$ cat config.mk
export PLATFORM = sky130hd
export DESIGN_NAME = keyed_rolling_byte_hash_top
export DESIGN_NICKNAME = d
export VERILOG_FILES = /design/src/design/krbh_pkg.sv /design/src/design/krbh_cfg.sv /design/src/design/krbh_core.sv /design/src/design/keyed_rolling_byte_hash_top.sv
export SDC_FILE = /design/constraint.sdc
export NUM_CORES = 2
export LEC_CHECK = 0
export BUFFER_PORTS_ARGS = -buffer_cell sky130_fd_sc_hd__buf_2
export CAP_MARGIN = 40
export CORE_MARGIN = 4
export CORE_UTILIZATION = 35
export DETAILED_ROUTE_END_ITERATION = 8
export PLACE_DENSITY = 0.52
export SLEW_MARGIN = 15
export SYNTH_ARGS = -nofsm -noshare
export SYNTH_HDL_FRONTEND = slang
export SYNTH_HIERARCHICAL = 1
export SYNTH_SLANG_ARGS = --single-unit
$ cat constraint.sdc
create_clock -name clk -period 9 [get_ports clk]
set_input_delay 0.45 -clock clk [delete_from_list [all_inputs] [get_ports clk]]
set_output_delay 0.45 -clock clk [all_outputs]
set_load 0.05 [all_outputs]
$ cat src/design/krbh_pkg.sv
// ----------------------------------------------------------------------------
// krbh_pkg: shared definitions for the keyed rolling byte hash
// Sizes, register map, seed index table and the structs that pass between
// the configuration registers, the hash core and the top level.
// ----------------------------------------------------------------------------
package krbh_pkg;

    localparam int KEY_LENGTH        = 12;
    localparam int MAX_MESSAGE_BYTES = 512;
    localparam int SECRET_MAX        = 16;

    localparam int KP_W  = $clog2(KEY_LENGTH);
    localparam int IDX_W = $clog2(MAX_MESSAGE_BYTES + 1);

    localparam logic [7:0] SEED_OFFSET = 8'h5A;

    // register indexes (paddr[4:3])
    localparam logic [1:0] REG_SECRET_LOW    = 2'd0;
    localparam logic [1:0] REG_SECRET_HIGH   = 2'd1;
    localparam logic [1:0] REG_SECRET_LENGTH = 2'd2;

    typedef struct packed {
        logic [63:0] secret_low;
        logic [63:0] secret_high;
        logic [4:0]  secret_length;
    } krbh_cfg_t;

    typedef struct packed {
        logic [31:0] key_high;
        logic [63:0] key_low;
        logic [9:0]  bytes_absorbed;
        logic        truncated;
    } krbh_result_t;

    // secret byte index used by seed byte i for effective length n (n-1 as column)
    typedef logic [KEY_LENGTH-1:0][SECRET_MAX-1:0][3:0] seed_sel_t;

    function automatic seed_sel_t build_seed_sel();
        seed_sel_t t;
        int        idx;
        t = '0;
        for (int n = 1; n <= SECRET_MAX; n++)
        begin
            idx = 0;
            for (int i = 0; i < KEY_LENGTH; i++)
            begin
                t[i][n-1] = 4'(idx);
                if (idx + 1 >= n)
                    idx = 0;
                else
                    idx = idx + 1;
            end
        end
        return t;
    endfunction

    localparam seed_sel_t SEED_SEL = build_seed_sel();

    // zero acts as one, saturate at the secret size
    function automatic logic [4:0] eff_len(input logic [4:0] len);
        logic [4:0] n;
        n = len;
        if (n == 5'd0)
            n = 5'd1;
        if (n > 5'(SECRET_MAX))
            n = 5'(SECRET_MAX);
        return n;
    endfunction

endpackage

$ cat src/design/krbh_cfg.sv
// ----------------------------------------------------------------------------
// krbh_cfg: configuration registers
// APB-style register file holding the secret and its length.
// ----------------------------------------------------------------------------
module krbh_cfg (
    input  logic                clk,
    input  logic                rst_n,
    input  logic                psel,
    input  logic                penable,
    input  logic                pwrite,
    input  logic [4:0]          paddr,
    input  logic [63:0]         pwdata,
    output logic [63:0]         prdata,
    output logic                pready,
    output krbh_pkg::krbh_cfg_t cfg
);
    import krbh_pkg::*;

    logic [63:0] secret_low_reg;
    logic [63:0] secret_high_reg;
    logic [4:0]  secret_length_reg;
    logic        wr_en;
    logic [1:0]  reg_idx;

    assign pready  = 1'b1;
    assign reg_idx = paddr[4:3];
    assign wr_en   = psel && penable && pwrite && pready;

    always_ff @(posedge clk or negedge rst_n)
    begin
        if (!rst_n)
        begin
            secret_low_reg    <= '0;
            secret_high_reg   <= '0;
            secret_length_reg <= 5'(SECRET_MAX);
        end
        else if (wr_en)
        begin
            case (reg_idx)
                REG_SECRET_LOW:    secret_low_reg    <= pwdata;
                REG_SECRET_HIGH:   secret_high_reg   <= pwdata;
                REG_SECRET_LENGTH: secret_length_reg <= pwdata[4:0];
                default:           ;
            endcase
        end
    end

    always_comb
    begin
        case (reg_idx)
            REG_SECRET_LOW:    prdata = secret_low_reg;
            REG_SECRET_HIGH:   prdata = secret_high_reg;
            REG_SECRET_LENGTH: prdata = {59'd0, secret_length_reg};
            default:           prdata = '0;
        endcase
    end

    assign cfg.secret_low    = secret_low_reg;
    assign cfg.secret_high   = secret_high_reg;
    assign cfg.secret_length = secret_length_reg;

endmodule

$ cat src/design/krbh_core.sv
// ----------------------------------------------------------------------------
// krbh_core: hash state and combinational absorb step
// Holds the keyed state; folds in each accepted byte, up to 512 per message.
// ----------------------------------------------------------------------------
module krbh_core (
    input  logic                   clk,
    input  logic                   rst_n,
    input  krbh_pkg::krbh_cfg_t    cfg,
    input  logic                   in_fire,
    input  logic [7:0]             data_byte,
    input  logic                   has_byte,
    input  logic                   last,
    output krbh_pkg::krbh_result_t result
);
    import krbh_pkg::*;

    logic [KEY_LENGTH-1:0][7:0] hash_reg,  hash_next;
    logic [7:0]                 carry_reg, carry_next;
    logic [KP_W-1:0]            kpos_reg,  kpos_next;
    logic [3:0]                 spos_reg,  spos_next;
    logic [IDX_W-1:0]           idx_reg,   idx_next;
    logic                       ovf_reg,   ovf_next;
    logic                       start_reg, start_next;

    logic [SECRET_MAX-1:0][7:0] secret;
    logic [4:0]                 n_len;
    logic [KEY_LENGTH-1:0][7:0] seed_bytes;
    logic [KEY_LENGTH-1:0][7:0] cur_hash;
    logic [7:0]                 cur_carry;
    logic [KP_W-1:0]            cur_kpos;
    logic [3:0]                 cur_spos;
    logic [IDX_W-1:0]           cur_idx;
    logic                       cur_ovf;
    logic [3:0]                 sp;
    logic [7:0]                 k;
    logic [7:0]                 mix;
    logic [7:0]                 v;
    logic [KP_W:0]              q_sum;
    logic [KP_W-1:0]            q;
    logic                       absorb;
    logic [IDX_W+9:0]           idx_ext;
    logic [63:0]                lo;

    assign secret = {cfg.secret_high, cfg.secret_low};
    assign n_len  = eff_len(cfg.secret_length);

    always_comb
    begin
        for (int i = 0; i < KEY_LENGTH; i++)
            seed_bytes[i] = secret[SEED_SEL[i][n_len[3:0] - 4'd1]] + SEED_OFFSET;
    end

    // reseed at the first transaction of a message
    assign cur_hash  = start_reg ? seed_bytes : hash_reg;
    assign cur_carry = start_reg ? 8'd0 : carry_reg;
    assign cur_kpos  = start_reg ? '0 : kpos_reg;
    assign cur_spos  = start_reg ? 4'd0 : spos_reg;
    assign cur_idx   = start_reg ? '0 : idx_reg;
    assign cur_ovf   = start_reg ? 1'b0 : ovf_reg;

    assign absorb = has_byte && (cur_idx < IDX_W'(MAX_MESSAGE_BYTES));

    assign sp    = ({1'b0, cur_spos} >= n_len) ? 4'd0 : cur_spos;
    assign k     = secret[sp];
    assign mix   = (cur_hash[cur_kpos] ^ data_byte) + k + cur_carry;
    assign v     = {mix[4:0], mix[7:5]};
    assign q_sum = {1'b0, cur_kpos} + (KP_W+1)'(5);
    assign q     = (q_sum >= (KP_W+1)'(KEY_LENGTH)) ?
                   KP_W'(q_sum - (KP_W+1)'(KEY_LENGTH)) : q_sum[KP_W-1:0];

    always_comb
    begin
        hash_next  = cur_hash;
        carry_next = cur_carry;
        kpos_next  = cur_kpos;
        spos_next  = cur_spos;
        idx_next   = cur_idx;
        ovf_next   = cur_ovf;
        if (absorb)
        begin
            for (int j = 0; j < KEY_LENGTH; j++)
            begin
                if (KP_W'(j) == cur_kpos)
                    hash_next[j] = v;
                if (KP_W'(j) == q)
                    hash_next[j] = cur_hash[j] ^ (v + cur_idx[7:0]);
            end
            carry_next = cur_carry + v + k;
            kpos_next  = (cur_kpos == KP_W'(KEY_LENGTH - 1)) ? '0 : cur_kpos + 1'b1;
            spos_next  = ({1'b0, sp} + 5'd1 >= n_len) ? 4'd0 : sp + 4'd1;
            idx_next   = cur_idx + 1'b1;
        end
        else if (has_byte)
        begin
            ovf_next = 1'b1;
        end
        start_next = last;
    end

    always_ff @(posedge clk or negedge rst_n)
    begin
        if (!rst_n)
        begin
            hash_reg  <= '0;
            carry_reg <= '0;
            kpos_reg  <= '0;
            spos_reg  <= '0;
            idx_reg   <= '0;
            ovf_reg   <= 1'b0;
            start_reg <= 1'b1;
        end
        else if (in_fire)
        begin
            hash_reg  <= hash_next;
            carry_reg <= carry_next;
            kpos_reg  <= kpos_next;
            spos_reg  <= spos_next;
            idx_reg   <= idx_next;
            ovf_reg   <= ovf_next;
            start_reg <= start_next;
        end
    end

    // pack the key from the updated state
    always_comb
    begin
        lo = '0;
        for (int j = 4; j < KEY_LENGTH; j++)
            lo = {lo[55:0], hash_next[j]};
    end

    assign idx_ext = {10'd0, idx_next};

    assign result.key_high       = {hash_next[0], hash_next[1], hash_next[2], hash_next[3]};
    assign result.key_low        = lo;
    assign result.bytes_absorbed = idx_ext[9:0];
    assign result.truncated      = ovf_next;

`ifndef ASSERT_OFF
    a_kpos_range: assert property (@(posedge clk) disable iff (!rst_n)
        kpos_reg < KP_W'(KEY_LENGTH))
        else $error("key position out of range");

    a_idx_range: assert property (@(posedge clk) disable iff (!rst_n)
        idx_reg <= IDX_W'(MAX_MESSAGE_BYTES))
        else $error("byte index past message limit");

    a_ovf_at_limit: assert property (@(posedge clk) disable iff (!rst_n)
        ovf_reg |-> idx_reg == IDX_W'(MAX_MESSAGE_BYTES))
        else $error("overflow flagged below message limit");

    a_reseed_after_last: assert property (@(posedge clk) disable iff (!rst_n)
        (in_fire && last) |=> start_reg)
        else $error("no reseed after closing transaction");
`endif

endmodule

$ cat src/design/keyed_rolling_byte_hash_top.sv
// ----------------------------------------------------------------------------
// keyed_rolling_byte_hash_top: keyed rolling byte hash, stream in, key out
// Absorbs a byte per transaction with s_tuser set; emits the key on tlast.
// ----------------------------------------------------------------------------
// The block takes one byte transaction per clock cycle, back to back, and
// emits one key transaction in the cycle after the transaction that carries
// tlast. The rate is set by the absorb step in krbh_core: the whole fold of
// a byte (xor, two adds, rotate, third add, second xor) sits between the
// state registers, so a new byte enters every cycle. The result register in
// this level holds the key until it is taken. While it holds an unread key
// and m_tready is low, s_tready is low and every input transaction waits,
// closing or not; while m_tready is high the input runs at full rate, as the
// waiting key drains in the same cycle that a new one may load. The
// state is seeded from the secret at the first transaction of each message,
// using the registers as they then stand; no clearing pass after reset.
// Bytes beyond 512 in one message are dropped and flagged in the result.
// ----------------------------------------------------------------------------
module keyed_rolling_byte_hash_top (
    input  logic          clk,
    input  logic          rst_n,
    // byte input
    input  logic          s_tvalid,
    output logic          s_tready,
    input  logic [7:0]    s_tdata,   // [7:0] data_byte
    input  logic          s_tuser,   // [0] has_byte
    input  logic          s_tlast,   // last
    // key output
    output logic          m_tvalid,
    input  logic          m_tready,
    output logic [111:0]  m_tdata,   // [31:0] key_high, [95:32] key_low,
                                     // [105:96] bytes_absorbed, [106] truncated,
                                     // [111:107] zero
    // configuration
    input  logic          psel,
    input  logic          penable,
    input  logic          pwrite,
    input  logic [4:0]    paddr,
    input  logic [63:0]   pwdata,
    output logic [63:0]   prdata,
    output logic          pready
);
    import krbh_pkg::*;

    krbh_cfg_t    cfg;
    krbh_result_t core_result;
    krbh_result_t out_reg,   out_next;
    logic         out_valid_reg, out_valid_next;
    logic         in_fire;
    logic         load;

    krbh_cfg u_cfg (
        .clk     (clk),
        .rst_n   (rst_n),
        .psel    (psel),
        .penable (penable),
        .pwrite  (pwrite),
        .paddr   (paddr),
        .pwdata  (pwdata),
        .prdata  (prdata),
        .pready  (pready),
        .cfg     (cfg)
    );

    krbh_core u_core (
        .clk       (clk),
        .rst_n     (rst_n),
        .cfg       (cfg),
        .in_fire   (in_fire),
        .data_byte (s_tdata),
        .has_byte  (s_tuser),
        .last      (s_tlast),
        .result    (core_result)
    );

    // accept while the result register is free or being drained this cycle
    assign s_tready = !out_valid_reg || m_tready;
    assign in_fire  = s_tvalid && s_tready;
    assign load     = in_fire && s_tlast;

    always_comb
    begin
        out_next       = out_reg;
        out_valid_next = out_valid_reg;
        if (load)
        begin
            out_next       = core_result;
            out_valid_next = 1'b1;
        end
        else if (m_tready)
        begin
            // drop the key once its transaction completes
            out_valid_next = 1'b0;
        end
    end

    always_ff @(posedge clk or negedge rst_n)
    begin
        if (!rst_n)
        begin
            out_valid_reg <= 1'b0;
        end
        else
        begin
            out_valid_reg <= out_valid_next;
        end
    end

    // payload holds without reset
    always_ff @(posedge clk)
    begin
        out_reg <= out_next;
    end

    assign m_tvalid = out_valid_reg;
    assign m_tdata  = {5'd0, out_reg.truncated, out_reg.bytes_absorbed,
                       out_reg.key_low, out_reg.key_high};

`ifndef ASSERT_OFF
    a_key_follows_last: assert property (@(posedge clk) disable iff (!rst_n)
        load |=> m_tvalid)
        else $error("closing transaction produced no key");

    a_stall_only_when_full: assert property (@(posedge clk) disable iff (!rst_n)
        !s_tready |-> (out_valid_reg && !m_tready))
        else $error("input stalled with result register free");

    a_key_held: assert property (@(posedge clk) disable iff (!rst_n)
        (m_tvalid && !m_tready) |=> (m_tvalid && $stable(m_tdata)))
        else $error("waiting key changed before it was taken");
`endif

endmodule
==> results.cfg <==
[global_route]
grt_usage = 0.295
antenna_found_initial = 4
grt_pass1_vias = 27600
grt_max_degree = 136
grt_pass1_wl_um = 197000
overflow = 0

[die]
die_h_um = 299
die_width_um = 299
rows = 106
io-pin-count = 265
core_um2 = 83700
die-area_um2 = 89300
start_util = 0.354

[logic_synthesis]
synth_cell_types = 103
synthTopCellsByCount = nand2_1, dfrtp_1, mux2i_1, nor2_1, a21oi_1
synth-edff-count = 107
synth.most_common_cell = nand2_1
synth-seq-cells = 365
synth_area_per_cell_um2 = 9.16
ys_seq_area_frac = 0.327
syn_area_um2 = 29600
synth_top_area_frac = 0.216
ys_async_sr_fraction = 0.707
syn_inst = 3232
yosysTopAreaCell = dfrtp_1
synth_area_leaders = dfrtp_1, edfxtp_1, mux2i_1
yosysWarnings = 6
synthFlopType = dfrtp_1

[placed_design]
io_buffers = 255
gp_congestion = 1.04
dp_hpwl_um = 102000
dp_cells = 4596

[final_layout]
n_antenna_cell = 0
largest_reg_flops = 107
drive_above_1_share = 0.268
area_growth_pct = 18.8
nNetsFinal = 3678
fin_cells = 4689
fin_util = 0.420

[sta]
relSlewSlack = 0.341
fmax_mhz = 116
period_needed_ps = 8600
setup_viol_count_final = 0
hold_violations = 0
slew_viol_final = 0
tightest_slew_ps = 981
timing.final.crit_share = 0.956
fin_skew_ps = 31.7

[flow_run]
drv_cap = 0

[worst_setup_path]
worstPathMaxFanout = 9
crit_top_cell = buf_4
cp_num_buf_inv = 8
crit_type = register to register
slowest_delay_ps = 550
worst_setup_path_end_kind = register
required_ps = 9490
critical_path.top_delay_family = compound AO/OA/AOI/OAI gates
slowest_stage = dfstp_2
start_kind = register
arrival_ps = 9090

[clock_tree]
insertion_delay_ps = 620
cts_made_buffers = 43
cts-htree-levels = 2
clock-sinks = 365
clk_pin_slew_ps = 70
cts_tree = yes
cts_buffer_depth = 3
cts_root_buf = clkbuf_16

[routing]
wirelength_um = 137000
viasPerCell = 6.21
vias = 29100
drc_errors = 0
drtAntennaViolNets = 0
wl_per_cell_um = 29.2
drtIter0Drc = 3526
dr.pass1.iters = 7

[min_path]
hold_path.class = input pin to register

[run_status]
status = finished clean
[worst reg2reg max path: cells and delay by family, from the launching register on]
kind | cells | cell delay [ps]
AOI/OAI and AO/OA | 16 | 2800
xor gates and xnor gates | 5 | 1070
adders and majority gates | 6 | 1970
buffers and inverters | 8 | 1230
DFF | 1 | 550
muxes | 2 | 380
and+or+nand+nor | 5 | 470
[repair_timing]
item,CTS,global route
endpoints found under the setup margin,64,130
gates cloned,0,1
setup buffers,1,6
pin swaps,4,23
resized for setup,3,39
hold buffers,1,0
hold endpoints to repair,59,0
[cells in the final DEF (no fill, tap or decap), types with 89 or more instances in the layout]
| cell | Yosys | layout |
|---|---|---|
| dfrtp_1 | 256 | 256 |
| a21oi_1 | 218 | 212 |
| nand3_1 | 89 | 89 |
| buf_4 | 8 | 243 |
| edfxtp_1 | 107 | 107 |
| nor2_1 | 233 | 231 |
| o21ai_0 | 188 | 181 |
| buf_2 | 43 | 256 |
| mux2_2 | 179 | 177 |
| nand2_1 | 295 | 292 |
| mux2i_1 | 240 | 239 |
[through the flow]
| stage | hold WS [ps] | TNS (ps) | cell area, um2 | setup WS, ps |
|---|---|---|---|---|
| finish | 81.5 | 0 | 35200 | 398 |
| global route | 79.9 | -42.5 | 35200 | -29.5 |
| CTS | 57.5 | -12.5 | 34800 | -12.5 |
| detailed placement | 427 | -3250 | 33300 | -175 |
| global placement | 420 | -1250 | 33200 | -125 |
| floorplan | 154 | 0 | 29700 | 5.69 |
[final timing paths]
| check | cells past startpoint | slack (ps) | end | from |
|---|---|---|---|---|
| setup / recovery | 42 | 400 | m_tdata[31]$_DFFE_PP_ | u_cfg/secret_length_reg[4]$_DFFE_PN1P_ |
| hold / removal | 2 | 80 | u_cfg/secret_high_reg[22]$_DFFE_PN0P_ | pwdata[22] |
| setup reg to reg | 42 | 400 | m_tdata[31]$_DFFE_PP_ | u_cfg/secret_length_reg[4]$_DFFE_PN1P_ |
| hold reg to reg | 1 | 480 | u_core/spos_reg[3]$_DFFE_PN0P_ | u_core/spos_reg[3]$_DFFE_PN0P_ |
| max in group asynchronous | 3 | 7310 | u_core/hash_reg[28]$_DFFE_PN0P_ | rst_n |
| min in group asynchronous | 2 | 380 | u_cfg/secret_high_reg[17]$_DFFE_PN0P_ | rst_n |
[layer usage]
| metal | track usage | share of wire |
|---|---|---|
| met1 | 0.404 | 0.42 |
| met2 | 0.437 | 0.42 |
| met3 | 0.0652 | 0.098 |
| met4 | 0.149 | 0.059 |
| met5 | 0 | 0.000073 |
[cell type report]
class,instances,area (um2)
fill,8331,48500
multi-input combinational,2497,18700
sequential,365,9680
timing repair buffer,524,3570
tap,1134,1420
clock buffer,53,1170
inverter,89,334
clock inverter,27,298
[cells by family (layout without fill, tap and decap cells)]
family | Yosys count | count (layout) | share of synthesized area
buffers and inverters | 374 | 693 | 0.0538
XOR/XNOR | 97 | 97 | 0.0287
other | 2 | 6 | 0.000254
flip-flops | 365 | 365 | 0.327
AND/OR/NAND/NOR | 878 | 878 | 0.139
AO/OA/AOI/OAI | 925 | 925 | 0.209
multiplexers | 519 | 519 | 0.208
adder cells (fa/ha/maj) | 72 | 72 | 0.0348
Power is not shown: default switching activity piles up to over one toggle a cycle in this logic, so the estimate is an artifact.
